File: src/rtl/lara_pkg.sv
package lara_pkg;

   localparam int unsigned WordWidth = 32;
   localparam int unsigned LagDepth  = 4;
   localparam int unsigned CsrIndexWidth = 2;

   localparam logic [WordWidth-1:0] SEED_ONE_RESET   = 32'hffde1534;
   localparam logic [WordWidth-1:0] SEED_TWO_RESET   = 32'hffde1534;
   localparam logic [WordWidth-1:0] SEED_THREE_RESET = 32'h001a1010;
   localparam logic [WordWidth-1:0] SEED_FOUR_RESET  = 32'hf61a1890;

   localparam logic [CsrIndexWidth-1:0] CSR_SEED_ONE   = 2'd0;
   localparam logic [CsrIndexWidth-1:0] CSR_SEED_TWO   = 2'd1;
   localparam logic [CsrIndexWidth-1:0] CSR_SEED_THREE = 2'd2;
   localparam logic [CsrIndexWidth-1:0] CSR_SEED_FOUR  = 2'd3;

   localparam logic CMD_DRAW   = 1'b0;
   localparam logic CMD_RESEED = 1'b1;

   typedef enum logic {
      ST_IDLE,
      ST_BUSY
   } state_type;

   typedef struct packed {
      logic draw;
      logic reseed;
   } lag_ctrl_type;

   typedef struct packed {
      logic                 start;
      logic [WordWidth-1:0] dividend;
      logic [WordWidth-1:0] divisor;
   } div_cmd_type;

endpackage

File: src/rtl/lara_req_if.sv
interface lara_req_if;
   logic        valid;
   logic        ready;
   logic        cmd;
   logic [31:0] divisor;

   modport source (output valid, output cmd, output divisor, input ready);
   modport sink (input valid, input cmd, input divisor, output ready);
endinterface

File: src/rtl/lara_rsp_if.sv
interface lara_rsp_if;
   logic        valid;
   logic        ready;
   logic [31:0] raw_value;
   logic [31:0] ranged_value;
   logic        divide_error;

   modport source (output valid, output raw_value, output ranged_value,
                   output divide_error, input ready);
   modport sink (input valid, input raw_value, input ranged_value,
                 input divide_error, output ready);
endinterface

File: src/rtl/lagged_add_random_ranged_top.sv
// Lagged additive random generator with a ranged output.
// req_chan: cmd (draw or reseed) and a 32-bit divisor; a transfer happens
// when valid and ready are both high. rsp_chan: raw_value, ranged_value
// (raw_value modulo divisor) and divide_error, one transfer per draw.
// csr_*: write the four seed registers by index; writes take effect at once
// and are meant to be done while the block is idle.
// A draw advances the lags at its transfer and runs a radix-2 restoring
// divider, one quotient bit per cycle, then loads the result into the
// output register once that register is free.
// A reseed reloads the lags from the seed registers at its transfer and
// gives no response.
// A zero divisor still advances the lags; ranged_value is 0 and
// divide_error is 1.
// req_chan.ready is low while the divider runs. A waiting response does not
// block the next request; a finished division waits in the divider until
// the output register is free.
// Reset (synchronous) loads the default seeds into seed and lag registers
// and empties the output register.
module lagged_add_random_ranged_top (
   input  logic        clock,
   input  logic        reset,
   lara_req_if.sink    req_chan,
   lara_rsp_if.source  rsp_chan,
   input  logic        csr_we,
   input  logic [1:0]  csr_index,
   input  logic [31:0] csr_wdata
);

   lara_pkg::state_type    state_ff, state_in;
   lara_pkg::lag_ctrl_type lag_ctrl;
   lara_pkg::div_cmd_type  div_cmd;

   logic        req_xfer;
   logic        out_free;
   logic        div_done;
   logic [31:0] div_rem;
   logic [31:0] next_sum;
   logic        load_out;

   logic        out_valid_ff, out_valid_in;
   logic [31:0] raw_ff;
   logic        zero_ff;
   logic [31:0] out_raw_ff;
   logic [31:0] out_ranged_ff;
   logic        out_err_ff;

   assign req_chan.ready = (state_ff == lara_pkg::ST_IDLE);
   assign req_xfer       = req_chan.valid && req_chan.ready;
   assign out_free       = !out_valid_ff || rsp_chan.ready;

   assign lag_ctrl.draw   = req_xfer && (req_chan.cmd == lara_pkg::CMD_DRAW);
   assign lag_ctrl.reseed = req_xfer && (req_chan.cmd == lara_pkg::CMD_RESEED);

   assign div_cmd.start    = lag_ctrl.draw;
   assign div_cmd.dividend = next_sum;
   assign div_cmd.divisor  = req_chan.divisor;

   lara_lags u_lags (
      .clock     (clock),
      .reset     (reset),
      .csr_we    (csr_we),
      .csr_index (csr_index),
      .csr_wdata (csr_wdata),
      .ctrl      (lag_ctrl),
      .next_sum  (next_sum)
   );

   lara_div u_div (
      .clock     (clock),
      .reset     (reset),
      .cmd       (div_cmd),
      .done      (div_done),
      .remainder (div_rem)
   );

   always_comb begin
      state_in     = state_ff;
      load_out     = 1'b0;
      out_valid_in = out_valid_ff && !rsp_chan.ready;
      unique case (state_ff)
         lara_pkg::ST_IDLE: begin
            if (lag_ctrl.draw) begin
               state_in = lara_pkg::ST_BUSY;
            end
         end
         lara_pkg::ST_BUSY: begin
            if (div_done && out_free) begin
               load_out     = 1'b1;
               out_valid_in = 1'b1;
               state_in     = lara_pkg::ST_IDLE;
            end
         end
         default: state_in = lara_pkg::ST_IDLE;
      endcase
   end

   always_ff @(posedge clock) begin
      if (reset) begin
         state_ff     <= lara_pkg::ST_IDLE;
         out_valid_ff <= 1'b0;
      end else begin
         state_ff     <= state_in;
         out_valid_ff <= out_valid_in;
      end
   end

   always_ff @(posedge clock) begin
      if (lag_ctrl.draw) begin
         raw_ff  <= next_sum;
         zero_ff <= (req_chan.divisor == 32'd0);
      end
      if (load_out) begin
         out_raw_ff    <= raw_ff;
         out_ranged_ff <= zero_ff ? 32'd0 : div_rem;
         out_err_ff    <= zero_ff;
      end
   end

   assign rsp_chan.valid        = out_valid_ff;
   assign rsp_chan.raw_value    = out_raw_ff;
   assign rsp_chan.ranged_value = out_ranged_ff;
   assign rsp_chan.divide_error = out_err_ff;

endmodule

File: src/rtl/lara_lags.sv
module lara_lags (
   input  logic                                   clock,
   input  logic                                   reset,
   input  logic                                   csr_we,
   input  logic [lara_pkg::CsrIndexWidth-1:0]     csr_index,
   input  logic [lara_pkg::WordWidth-1:0]         csr_wdata,
   input  lara_pkg::lag_ctrl_type                 ctrl,
   output logic [lara_pkg::WordWidth-1:0]         next_sum
);

   logic [lara_pkg::WordWidth-1:0] seed_ff [lara_pkg::LagDepth];
   logic [lara_pkg::WordWidth-1:0] lag_ff  [lara_pkg::LagDepth];
   logic [lara_pkg::WordWidth:0]   pair_sum;

   // end-around carry, then one more
   assign pair_sum = {1'b0, lag_ff[0]} + {1'b0, lag_ff[3]};
   assign next_sum = pair_sum[lara_pkg::WordWidth-1:0]
                     + {{(lara_pkg::WordWidth-1){1'b0}}, pair_sum[lara_pkg::WordWidth]}
                     + {{(lara_pkg::WordWidth-1){1'b0}}, 1'b1};

   always_ff @(posedge clock) begin
      if (reset) begin
         seed_ff[0] <= lara_pkg::SEED_ONE_RESET;
         seed_ff[1] <= lara_pkg::SEED_TWO_RESET;
         seed_ff[2] <= lara_pkg::SEED_THREE_RESET;
         seed_ff[3] <= lara_pkg::SEED_FOUR_RESET;
      end else if (csr_we) begin
         unique case (csr_index)
            lara_pkg::CSR_SEED_ONE:   seed_ff[0] <= csr_wdata;
            lara_pkg::CSR_SEED_TWO:   seed_ff[1] <= csr_wdata;
            lara_pkg::CSR_SEED_THREE: seed_ff[2] <= csr_wdata;
            lara_pkg::CSR_SEED_FOUR:  seed_ff[3] <= csr_wdata;
            default: ;
         endcase
      end
   end

   always_ff @(posedge clock) begin
      if (reset) begin
         lag_ff[0] <= lara_pkg::SEED_ONE_RESET;
         lag_ff[1] <= lara_pkg::SEED_TWO_RESET;
         lag_ff[2] <= lara_pkg::SEED_THREE_RESET;
         lag_ff[3] <= lara_pkg::SEED_FOUR_RESET;
      end else if (ctrl.reseed) begin
         lag_ff <= seed_ff;
      end else if (ctrl.draw) begin
         lag_ff[0] <= next_sum;
         lag_ff[1] <= lag_ff[0];
         lag_ff[2] <= lag_ff[1];
         lag_ff[3] <= lag_ff[2];
      end
   end

endmodule

File: src/rtl/lara_div.sv
module lara_div (
   input  logic                           clock,
   input  logic                           reset,
   input  lara_pkg::div_cmd_type          cmd,
   output logic                           done,
   output logic [lara_pkg::WordWidth-1:0] remainder
);

   localparam int unsigned W  = lara_pkg::WordWidth;
   localparam int unsigned CW = $clog2(W);

   logic          busy_ff, busy_in;
   logic          done_ff, done_in;
   logic [CW-1:0] cnt_ff, cnt_in;
   logic [W-1:0]  rem_ff, rem_in;
   logic [W-1:0]  dvd_ff, dvd_in;
   logic [W-1:0]  dsr_ff, dsr_in;
   logic [W:0]    trial;
   logic [W:0]    diff;

   assign trial = {rem_ff, dvd_ff[W-1]};
   assign diff  = trial - {1'b0, dsr_ff};

   always_comb begin
      busy_in = busy_ff;
      done_in = done_ff;
      cnt_in  = cnt_ff;
      rem_in  = rem_ff;
      dvd_in  = dvd_ff;
      dsr_in  = dsr_ff;
      if (cmd.start) begin
         busy_in = 1'b1;
         done_in = 1'b0;
         cnt_in  = '0;
         rem_in  = '0;
         dvd_in  = cmd.dividend;
         dsr_in  = cmd.divisor;
      end else if (busy_ff) begin
         rem_in = diff[W] ? trial[W-1:0] : diff[W-1:0];
         dvd_in = {dvd_ff[W-2:0], 1'b0};
         cnt_in = cnt_ff + 1'b1;
         if (cnt_ff == CW'(W - 1)) begin
            busy_in = 1'b0;
            done_in = 1'b1;
         end
      end
   end

   always_ff @(posedge clock) begin
      if (reset) begin
         busy_ff <= 1'b0;
         done_ff <= 1'b0;
         cnt_ff  <= '0;
      end else begin
         busy_ff <= busy_in;
         done_ff <= done_in;
         cnt_ff  <= cnt_in;
      end
   end

   always_ff @(posedge clock) begin
      rem_ff <= rem_in;
      dvd_ff <= dvd_in;
      dsr_ff <= dsr_in;
   end

   assign done      = done_ff;
   assign remainder = rem_ff;

endmodule

File: src/flat_wrapper.sv
// flat-port wrapper written by rule: the top's interface ports become plain ports
module lagged_add_random_ranged_top_flat 
  (clock, reset, csr_we, csr_index, csr_wdata, req_chan_valid, req_chan_cmd, req_chan_divisor, req_chan_ready, rsp_chan_valid, rsp_chan_raw_value, rsp_chan_ranged_value, rsp_chan_divide_error, rsp_chan_ready);
  lara_req_if req_chan_i ();
  lara_rsp_if rsp_chan_i ();
  input  logic clock;
  input  logic reset;
  input  logic csr_we;
  input  logic [1:0] csr_index;
  input  logic [31:0] csr_wdata;
  input wire logic [$bits(req_chan_i.valid)-1:0] req_chan_valid;
  input wire logic [$bits(req_chan_i.cmd)-1:0] req_chan_cmd;
  input wire logic [$bits(req_chan_i.divisor)-1:0] req_chan_divisor;
  output wire logic [$bits(req_chan_i.ready)-1:0] req_chan_ready;
  output wire logic [$bits(rsp_chan_i.valid)-1:0] rsp_chan_valid;
  output wire logic [$bits(rsp_chan_i.raw_value)-1:0] rsp_chan_raw_value;
  output wire logic [$bits(rsp_chan_i.ranged_value)-1:0] rsp_chan_ranged_value;
  output wire logic [$bits(rsp_chan_i.divide_error)-1:0] rsp_chan_divide_error;
  input wire logic [$bits(rsp_chan_i.ready)-1:0] rsp_chan_ready;
  assign req_chan_i.valid = req_chan_valid;
  assign req_chan_i.cmd = req_chan_cmd;
  assign req_chan_i.divisor = req_chan_divisor;
  assign req_chan_ready = req_chan_i.ready;
  assign rsp_chan_valid = rsp_chan_i.valid;
  assign rsp_chan_raw_value = rsp_chan_i.raw_value;
  assign rsp_chan_ranged_value = rsp_chan_i.ranged_value;
  assign rsp_chan_divide_error = rsp_chan_i.divide_error;
  assign rsp_chan_i.ready = rsp_chan_ready;
  lagged_add_random_ranged_top u_core (.clock(clock), .reset(reset), .req_chan(req_chan_i), .rsp_chan(rsp_chan_i), .csr_we(csr_we), .csr_index(csr_index), .csr_wdata(csr_wdata));
endmodule
File: config.mk
export PLATFORM = sky130hd
export DESIGN_NAME = lagged_add_random_ranged_top_flat
export DESIGN_NICKNAME = d
export VERILOG_FILES = /design/src/rtl/lara_pkg.sv /design/src/rtl/lara_req_if.sv /design/src/rtl/lara_rsp_if.sv /design/src/rtl/lagged_add_random_ranged_top.sv /design/src/rtl/lara_lags.sv /design/src/rtl/lara_div.sv /design/src/flat_wrapper.sv
export SDC_FILE = /design/constraint.sdc
export NUM_CORES = 1
export LEC_CHECK = 0
export BUFFER_PORTS_ARGS = -buffer_cell sky130_fd_sc_hd__buf_2
export CORE_ASPECT_RATIO = 1.25
export CORE_MARGIN = 5
export CORE_UTILIZATION = 63
export CTS_BUF_LIST = sky130_fd_sc_hd__clkbuf_8
export CTS_CLUSTER_SIZE = 20
export DETAILED_ROUTE_END_ITERATION = 8
export GPL_TIMING_DRIVEN = 1
export PLACE_DENSITY = 0.82
export SETUP_SLACK_MARGIN = 0.4
export SYNTH_ARGS = -nofsm -noshare
export SYNTH_HDL_FRONTEND = slang
export SYNTH_SLANG_ARGS = --single-unit
File: constraint.sdc
create_clock -name clock -period 6.5 [get_ports clock]
set_clock_uncertainty 0.1 [all_clocks]
set_input_delay 0.325 -clock clock [delete_from_list [all_inputs] [get_ports clock]]
set_output_delay 0.325 -clock clock [all_outputs]
set_load 0.005 [all_outputs]
==> impl_metrics.ini, run 1 <==
[timing]
tightest_slew_ns = 1.23
drv_slew = 0
setup_viol = 0
period_share_pct = 78.6
rsz0062_at_grt = no
fin_crit_ns = 5.11
setup_slack_ns = 1.39
setup_tns_ns = 0
relSlewSlack_pct = 17.7
fmax_mhz = 196
hold_viol = 0

[clocking]
postCtsSetupBuffers = 0
clock_latency_ns = 0.61
clk_pin_slew_worst_paths_ns = 0.07
numCtsBuffers = 71
clock_path_buffers = 3
cts_tree = done
cts_sinks = 459
cts_hold_buf = 67
root_buffer = clkbuf_8
h-tree-depth = 3
ctsResizeCount = 0

[logic_synthesis]
syn_area_um2 = 21800
synth_top_cell_by_area = dfxtp_1
yosysUniqueCellTypes = 77
ys_ff_latch = 459
syn-instance-count = 2341
yosys_warnings = 0
async_flop_share_pct = 0
synthFlopType = dfxtp_1
synth_edf_count = 162
synth_area_leaders = dfxtp_1 (27%), edfxtp_1 (22%), nand2_1 (7.5%)
synth.avg_cell_area_um2 = 9.31
seq_area_frac_synth_pct = 49.6
synth_top_area_share_pct = 27.3
synth_nets = 2483

[global_routing]
antenna_found_initial = 0
grt_max_degree = 96
grt_first_pass_wirelength_um = 91100
grt_use_total_pct = 29.1
grt_pass1_vias = 17600
grt.overflow.total = 0

[layout]
final_net_count = 2624
diodes = 0
drive_above_1_share_pct = 11.4
area_growth_pct = 13.8

[power_and_ir_drop]
power.switching_uw = 2420
p_int_uw = 5330
powerDensity_nw_per_um2 = 312
combPwrFrac_pct = 24.7
p_leak_uw = 0.0103
p_sw_share_pct = 31.2
power_uw = 7750
seq_power_share_pct = 43.8
pwr-share-clk_pct = 31.5
ir_worst_vdd_mv = 0.259

[floorplan]
die_x_um = 176
initial_core_util_pct = 63.5
num_io_pins = 139
die-area_um2 = 38500
coreArea_um2 = 34300
rows = 76
dieHeight_um = 218

[routing]
routed_wl_um = 56900
postRouteAntennaNets = 0
vias = 18200
drc_errors = 0
avgRoutedWirePerCell_um = 18.9
vias_per_cell = 6.05
drtIter0Drc = 1796
dr.pass1.iters = 6

[setup_path]
crit_top_cell = ha_1
rr_startpoint = u_core.u_lags.lag_ff[0]
crit_path_max_incr_delay_ns = 0.44
cp.arrival_ns = 5.35
cp_data_required_time_ns = 6.74
cp_cell_sequence = ha_1, fa_1, a211oi_1, o21bai_2, o2111ai_2, a31oi_1, nor2_1, a21oi_1, and2_1, o21a_1, nor2_1, ha_1, inv_1, ha_1, nand4_1, nor3_1, and2_1, and3_1, and3_1, or2_2, mux2_2
timing.rr.end = u_core.u_div.dvd_ff[24]
end_kind = flop
critPathSlowestCell = fa_1
reg2reg_depth = 21
crit_fanout = 8
start_kind = flop
reg2reg_setup_slack_ns = 1.39
crit_type = reg2reg

[placement]
dp_hpwl_um = 37400
place.gp.congestion = 0.938
preCtsSetupSlack_ns = 1.37
port-buffer-count = 138

[flow_run]
cap_violations = 0

[outcome]
outcome = complete, no violations

[hold_path]
hp-class = in2reg
hold_path_depth = 4
worstHoldStart = csr_index[0]
whs_endpoint = u_core.u_lags.seed_ff[41]
==> power by group through the flow <==
| stage | clock, µW | combinational [µW] | sequential (µW) |
|---|---|---|---|
| floorplan | 0 | 1420 | 3390 |
| global placement | 0 | 1780 | 3430 |
| detailed placement | 0 | 1840 | 3440 |
| CTS | 2470 | 1880 | 3380 |
| global route | 2620 | 2100 | 3410 |
| finish | 2440 | 1910 | 3390 |
==> area by class of cell <==
cell class / instances / area (µm²)
Sequential cell: 459 / 10800
Multi-Input combinational cell: 1662 / 10200
Fill cell: 2472 / 9520
Timing Repair Buffer: 221 / 1490
Clock buffer: 87 / 1200
Tap cell: 468 / 586
Clock inverter: 41 / 262
Inverter: 67 / 253
==> metrics by stage <==
step / hold slack (ns) / util (%) / instances / cell area [µm²]
6_report: 0.213 / 72.3 / 3005 / 24800
5_1_grt: 0.225 / 72.3 / 3005 / 24800
4_1_cts: 0.176 / 72.3 / 3005 / 24800
3_5_place_dp: 0.305 / 66.1 / 2810 / 22700
3_3_place_gp: 0.302 / 66.1 / 2810 / 22700
2_1_floorplan: 0.300 / - / 2341 / 21800
==> sequential cells by signal, indices dropped and copies added (netlist names), 5 cells and up <==
signal and cells:
u_core.raw_ff 32, u_core.rsp_chan.ranged_value 32, u_core.rsp_chan.raw_value 32, u_core.u_div.cnt_ff 5, u_core.u_div.dsr_ff 32, u_core.u_div.dvd_ff 32
u_core.u_div.remainder 32, u_core.u_lags.lag_ff 128, u_core.u_lags.seed_ff 128
==> cell families after synthesis <==
logic type | count (synthesis) | share of synthesized area, %
fa+ha+maj | 70 | 4.09
simple gates | 853 | 17.8
buf+inv | 220 | 3.86
mux | 133 | 6.13
xor+xnor | 69 | 2.81
compound gates | 537 | 15.8
flops | 459 | 49.6
==> cell usage in the layout, fill, tap and decap left out, types with 59 or more instances in the layout <==
cell,instances
ha_1,68
o211ai_1,59
nor2_1,116
a211oi_1,82
dfxtp_1,296
inv_1,89
dlygate4sd3_1,67
a21oi_1,176
clkbuf_8,87
mux2i_1,128
nand3_1,83
edfxtp_1,162
nand2_1,436
buf_2,136
o21ai_0,92
==> synthesized netlist by cell type, types with 15 or more instances <==
master and count:
o21ai_0 92, dfxtp_1 297, nand2_1 438, a211oi_1 82, o21a_1 15, nand3_1 84, o211ai_1 59, edfxtp_1 162
xor2_1 28, buf_1 18, nor2b_1 40, a21oi_1 176, nor4_1 18, clkbuf_1 127, a21o_1 35, mux2i_1 128
inv_1 66, nor2_1 118, and3_1 18, xnor2_1 40, nor3_1 41, ha_1 68, nand4_1 19
==> worst max-delay path: cells and delay by family (launching register included) <==
kind / cells / cell delay [ns]
adder cells (fa/ha/maj): 4 / 1.08
AND/OR/NAND/NOR: 9 / 1.76
multiplexers: 1 / 0.26
flip-flops: 1 / 0.31
buffers and inverters: 1 / 0.05
AO/OA/AOI/OAI: 6 / 1.28
==> routing by layer <==
| layer | GRT usage, % | part of all wire, % |
|---|---|---|
| met1 | 38.0 | 42 |
| met2 | 50.0 | 49 |
| met3 | 4.63 | 6.8 |
| met4 | 8.90 | 2.6 |
| met5 | 0 | 0 |
==> worst max-delay path by stage <==
stage / start / end / slack [ns] / depth (start not counted)
after floorplan: u_core.u_lags.lag_ff[0] / u_core.u_div.dvd_ff[22] / 1.99 / 22
after global placement: u_core.u_lags.lag_ff[0] / u_core.u_div.dvd_ff[22] / 1.46 / 21
after detailed placement: u_core.u_lags.lag_ff[0] / u_core.u_div.dvd_ff[22] / 1.37 / 21
after CTS: u_core.u_lags.lag_ff[0] / u_core.u_div.dvd_ff[22] / 1.35 / 21
after global routing: u_core.u_lags.lag_ff[0] / u_core.u_div.dvd_ff[24] / 1.03 / 21
final: u_core.u_lags.lag_ff[0] / u_core.u_div.dvd_ff[24] / 1.39 / 21
No activity file was read; power rests on OpenSTA's default activity.
==> run 2: changes to the inputs <==
--- a/config.mk
+++ b/config.mk
@@ -8,12 +8,12 @@
 export BUFFER_PORTS_ARGS = -buffer_cell sky130_fd_sc_hd__buf_2
 export CORE_ASPECT_RATIO = 1.25
 export CORE_MARGIN = 5
-export CORE_UTILIZATION = 63
+export CORE_UTILIZATION = 57
 export CTS_BUF_LIST = sky130_fd_sc_hd__clkbuf_8
 export CTS_CLUSTER_SIZE = 20
 export DETAILED_ROUTE_END_ITERATION = 8
 export GPL_TIMING_DRIVEN = 1
-export PLACE_DENSITY = 0.82
+export PLACE_DENSITY = 0.79
 export SETUP_SLACK_MARGIN = 0.4
 export SYNTH_ARGS = -nofsm -noshare
 export SYNTH_HDL_FRONTEND = slang
==> constraint.sdc (replaced) <==
create_clock -name clock -period 4.4 [get_ports clock]
set_clock_uncertainty 0.1 [all_clocks]
set_input_delay 0.22 -clock clock [delete_from_list [all_inputs] [get_ports clock]]
set_output_delay 0.22 -clock clock [all_outputs]
set_load 0.005 [all_outputs]
==> run 2 against run 1 <==
The run now ends with capacitance limit, slew limit, setup timing left. Count of clock-buffer cells in the layout shrank 8. Cell count up 4.4%. Critical path depth increased by 3. Via count up 2.2%. Clock power increased by 39%. Hold slack worse by 0.15 ns. Sequential share of layout area down 2.6 points. Fmax increased by 12%. Combinational power up 74%. Setup slack lost 1.6 ns. Critical path type unchanged. Critical endpoint is now u_core.u_lags.lag_ff[127]. Highest routed layer unchanged.
==> impl_metrics.ini, run 2 (synthesis results as in run 1) <==
[routing]
wl_met3_um = 3950
highest_layer = met4
routed_wl_um = 59100
met1_length_um = 24800
drtIter0Drc = 1584
postRouteAntennaNets = 0
avgRoutedWirePerCell_um = 18.8
drc_errors = 0
vias = 18600
wl_met2_um = 28700
vias_per_cell = 5.92
dr.pass1.iters = 6

[layout]
final_cell_count_no_fill = 3138
diodes = 0
final_area_um2 = 26400
mostFrequentLayoutCell = nand2_1
fillers = 2830
top_regs = u_core.u_lags.lag_ff x128, u_core.u_lags.seed_ff x128
final_net_count = 2739
drive_above_1_share_pct = 18.3
mostFrequentLayoutCells = nand2_1 (428), dfxtp_1 (293), a21oi_1 (172)
area_growth_pct = 21.1

[timing]
rsz0062_at_grt = yes
period_share_pct = 104
tightest_slew_ns = 1.49
setup_tns_ns = -1.14
relSlewSlack_pct = -0.742
drv_slew = 1
hold_viol = 0
fin_crit_ns = 4.56
setup_viol = 13
fmax_mhz = 219
setup_slack_ns = -0.160
fin_hold_ws_ns = 0.0598

[floorplan]
initial_core_util_pct = 57.3
die-area_um2 = 42300
num_io_pins = 139
die_x_um = 185
dieHeight_um = 229
coreArea_um2 = 38000
rows = 80

[power_and_ir_drop]
combPwrFrac_pct = 28.3
p_sw_share_pct = 31.9
power_uw = 11700
p_int_uw = 7990
power.switching_uw = 3730
powerDensity_nw_per_um2 = 444
seq_power_share_pct = 42.7
pwr-share-clk_pct = 28.9
ir_worst_vdd_mv = 0.360
p_leak_uw = 0.0110

[placement]
place.gp.congestion = 0.945
port-buffer-count = 138
detailed_place.area_um2 = 23400
place_inst = 2907
dp_hpwl_um = 38100

[global_routing]
grt.overflow.total = 0
antenna_found_initial = 0
grt_max_degree = 102
grt_pass1_vias = 18000
grt_first_pass_wirelength_um = 92600
grt_use_total_pct = 26.8

[setup_path]
reg2reg_depth = 24
cp_data_required_time_ns = 4.84
timing.rr.end = u_core.u_lags.lag_ff[127]
rr_startpoint = u_core.u_lags.lag_ff[100]
end_kind = flop
crit_fanout = 4
crit_type = reg2reg
cp.arrival_ns = 5.00
reg2reg_setup_slack_ns = -0.16
start_kind = flop

[clocking]
clock_latency_ns = 0.62
cts_sinks = 459
cts_tree = done
h-tree-depth = 3
numCtsBuffers = 72
clk_pin_slew_worst_paths_ns = 0.07
clock_path_buffers = 3
root_buffer = clkbuf_8

[outcome]
violations = capacitance limit, slew limit, setup timing
outcome = finished, violations left

[hold_path]
hp-class = in2reg
whs_endpoint = u_core.rsp_chan.valid
worstHoldStart = reset
hold_path_depth = 2

[flow_run]
cap_violations = 1
-- run 2: worst max path at each step --
stage / from / depth (start not counted) / endpoint / slack, ns
after floorplan: u_core.u_lags.lag_ff[96] / 13 / u_core.u_div.dvd_ff[27] / 0.08
after global placement: u_core.u_lags.lag_ff[96] / 22 / u_core.u_lags.lag_ff[120] / -0.003
after detailed placement: u_core.u_lags.lag_ff[96] / 22 / u_core.u_lags.lag_ff[120] / -0.05
after CTS: u_core.u_lags.lag_ff[0] / 21 / u_core.u_div.dvd_ff[27] / 0.11
after global routing: u_core.u_lags.lag_ff[100] / 24 / u_core.u_lags.lag_ff[127] / -0.35
final: u_core.u_lags.lag_ff[100] / 24 / u_core.u_lags.lag_ff[127] / -0.16
-- run 2: what timing repair did --
item | in CTS | in global routing
resized for setup | 60 | 84
setup endpoints to repair | 65 | 100
pin swaps | 44 | 53
hold endpoints to repair | 178 | 0
hold buffers | 66 | 0
buffers inserted | 21 | 21
gates cloned | 0 | 0
-- run 2: power groups by stage --
stage	clock, µW	combinational [µW]	sequential (µW)
after floorplan	0	2130	5010
after global placement	0	2810	5070
after detailed placement	0	2880	5090
after CTS	3440	3070	5000
after global routing	3660	3620	5040
final	3390	3320	5010
-- run 2: layer usage --
metal | up-vias | GRT usage [%]
li1 | 8854 | -
met3 | 133 | 4.25
met1 | 8865 | 35.4
met5 | - | 0
met2 | 728 | 44.9
met4 | 0 | 9.04
-- run 2: area by class of cell --
cell class                 instances  area, µm²  area share [%]
timing repair buffer             335       2460            9.31
sequential                       459      10800            41.0
tap                              492        616            2.33
clock inverter                    44        236           0.896
clock buffer                      79       1090            4.12
inverter                          67        253           0.957
multi-input combinational       1662      10900            41.4
-- run 2: through the flow --
step	utilization, %	setup slack [ns]
floorplan	-	0.0785
global placement	61.5	-0.00345
detailed placement	61.5	-0.0452
CTS	67.9	0.108
global route	69.4	-0.350
finish	69.4	-0.160
-- run 2: critical path, cell delays in order, from the launching register on --
cell and delay (ns):
dfxtp_1 0.35, ha_4 0.30, o211ai_1 0.10, o21bai_2 0.20, o2111ai_2 0.21, a31oi_2 0.27
nor2_1 0.09, a21oi_2 0.14, and2_1 0.13, o21a_1 0.12, nor2_2 0.05, ha_2 0.18
inv_2 0.07, nand3_2 0.09, nand3b_1 0.24, buf_4 0.20, nor3_1 0.28, and4_1 0.31
nand2_2 0.13, buf_4 0.17, nor4_4 0.14, xnor2_1 0.12, buf_4 0.15, buf_4 0.13
a211oi_2 0.19
==> run 3: changes to the inputs <==
--- a/config.mk
+++ b/config.mk
@@ -14,6 +14,7 @@
 export DETAILED_ROUTE_END_ITERATION = 8
 export GPL_TIMING_DRIVEN = 1
 export PLACE_DENSITY = 0.79
+export RECOVER_POWER = 100
 export SETUP_SLACK_MARGIN = 0.4
 export SYNTH_ARGS = -nofsm -noshare
 export SYNTH_HDL_FRONTEND = slang
==> run 3 against run 2 <==
The run still ends with capacitance limit, slew limit, setup timing left. Critical path depth unchanged. Register-to-register slack about the same. Routed wire length about the same. Total power about the same. Combinational power about the same. Hold slack better by 0.010 ns. Non-clock buffer count unchanged. First-iteration DRC count up 7.2%. Core utilization down 0.31 points. Count of clock-buffer cells in the layout unchanged. Via count about the same. Critical path type unchanged. Largest cell class unchanged. Highest routed layer unchanged.
==> impl_metrics.ini, run 3 (synthesis results as in run 1) <==
[placement]
place.gp.congestion = 0.945
dp_hpwl_um = 38100
place_inst = 2907
preCtsSetupSlack_ns = -0.0452
port-buffer-count = 138

[power_and_ir_drop]
p_leak_uw = 0.0108
ir_worst_vdd_mv = 0.360
power.switching_uw = 3730
combPwrFrac_pct = 28.3
powerDensity_nw_per_um2 = 446
p_sw_share_pct = 31.8
seq_power_share_pct = 42.8
pwr-share-clk_pct = 28.9
p_int_uw = 7990

[setup_path]
start_kind = flop
cp.arrival_ns = 4.99
reg2reg_depth = 24
rr_startpoint = u_core.u_lags.lag_ff[100]
critPathCapture = u_core.u_lags.lag_ff[127]
crit_fanout = 4
reg2reg_setup_slack_ns = -0.16
startpoint = u_core.u_lags.lag_ff[100]
end_kind = flop
timing.rr.end = u_core.u_lags.lag_ff[127]
crit_type = reg2reg
cp_data_required_time_ns = 4.83

[timing]
period_share_pct = 104
relSlewSlack_pct = -121
drv_slew = 205
hold_viol = 0
rsz0062_at_grt = yes
setup_slack_ns = -0.158
tightest_slew_ns = 3.31
fin_crit_ns = 4.56
fin_hold_ws_ns = 0.0699
fmax_mhz = 219
setup_viol = 13
setup_tns_ns = -1.01

[clocking]
h-tree-depth = 3
cts_sinks = 459
clock_path_buffers = 3
root_buffer = clkbuf_8
clk_pin_slew_worst_paths_ns = 0.07
numCtsBuffers = 72
cts_tree = done
clock_latency_ns = 0.62

[floorplan]
num_io_pins = 139
die-area_um2 = 42300
initial_core_util_pct = 57.3
dieHeight_um = 229
die_x_um = 185
coreArea_um2 = 38000
rows = 80

[global_routing]
grt_use_total_pct = 26.8
grt_max_degree = 102
grt_first_pass_wirelength_um = 92600
antenna_found_initial = 0
grt.overflow.total = 0
grt_pass1_vias = 18000

[layout]
mostFrequentLayoutCell = nand2_1
fillers = 2877
top_regs = u_core.u_lags.lag_ff x128, u_core.u_lags.seed_ff x128
mostFrequentLayoutCells = nand2_1 (429), dfxtp_1 (293), a21oi_1 (172)
area_growth_pct = 20.5
final_net_count = 2739
diodes = 0
drive_above_1_share_pct = 15.3
utilization_pct = 69.1
final_cell_count_no_fill = 3138

[routing]
dr.pass1.iters = 6
drc_errors = 0
avgRoutedWirePerCell_um = 18.8
vias_per_cell = 5.92
routed_wl_um = 59100
vias = 18600
drtIter0Drc = 1698
postRouteAntennaNets = 0

[outcome]
outcome = finished, violations left
violations = capacitance limit, slew limit, setup timing

[hold_path]
hp-class = in2reg

[flow_run]
cap_violations = 5
run 3: cell count changes in the layout (fill, tap and decap cells not counted), sizes merged:
cell,previous run,this run
buf,269,196
clkbuf,79,152
run 3: repair_timing:
action | in CTS | in global routing
hold buffers | 66 | 0
buffers inserted | 21 | 21
endpoints found under the hold margin | 178 | 0
pin swaps | 44 | 53
resized for setup | 60 | 84
setup endpoints to repair | 65 | 100
run 3: per-stage QoR:
stage / power, µW / area [µm²]
floorplan: 7140 / 21900
global placement: 7880 / 23400
detailed placement: 7970 / 23400
CTS: 11500 / 25800
global route: 12300 / 26300
finish: 11700 / 26300
run 3: power by group through the flow:
stage               combinational [µW]  clock [µW]  sequential, µW
floorplan                         2130           0            5010
global placement                  2810           0            5070
detailed placement                2880           0            5090
CTS                               3070        3440            5000
global route                      3610        3660            5040
finish                            3320        3390            5010
run 3: layer usage:
layer	global-route usage [%]	up-vias	routed length (µm)
met5	0	-	0
li1	-	8852	-
met3	4.25	132	3950
met4	9.04	0	1650
met2	44.9	690	28700
met1	35.4	8900	24800
run 3: final cells by class:
| class | instances | area (µm²) | area share, % |
|---|---|---|---|
| flip-flops and latches | 459 | 10800 | 41.1 |
| multi-input cells | 1662 | 10900 | 41.5 |
| inverters | 67 | 253 | 0.962 |
| well taps | 492 | 616 | 2.34 |
| clock inverters | 44 | 236 | 0.900 |
| repair buffers | 335 | 2370 | 9.01 |
| clock buffers | 79 | 1090 | 4.14 |
run 3: worst max-delay path, stage by stage (launching register included):
cell,delay [ns]
dfxtp_1,0.35
ha_4,0.30
o211ai_1,0.10
o21bai_2,0.20
o2111ai_2,0.21
a31oi_2,0.27
nor2_1,0.09
a21oi_2,0.14
and2_1,0.13
o21a_1,0.12
nor2_2,0.05
ha_2,0.18
inv_2,0.07
nand3_2,0.09
nand3b_1,0.24
buf_4,0.20
nor3_1,0.27
and4_1,0.31
nand2_2,0.13
buf_4,0.18
nor4_4,0.14
xnor2_1,0.11
buf_4,0.15
buf_4,0.13
a211oi_2,0.19
run 3: how the worst min path moves through the flow:
stage	from	end	slack (ns)	cells after the start
after floorplan	req_chan_divisor[0]	u_core.u_div.dsr_ff[0]	0.22	0
after global placement	u_core.raw_ff[20]	u_core.rsp_chan.raw_value[20]	0.30	0
after detailed placement	u_core.raw_ff[7]	u_core.rsp_chan.raw_value[7]	0.30	0
after CTS	reset	u_core.rsp_chan.valid	0.0008	2
after global routing	reset	u_core.u_lags.seed_ff[53]	0.07	2
final	reset	u_core.rsp_chan.valid	0.07	2
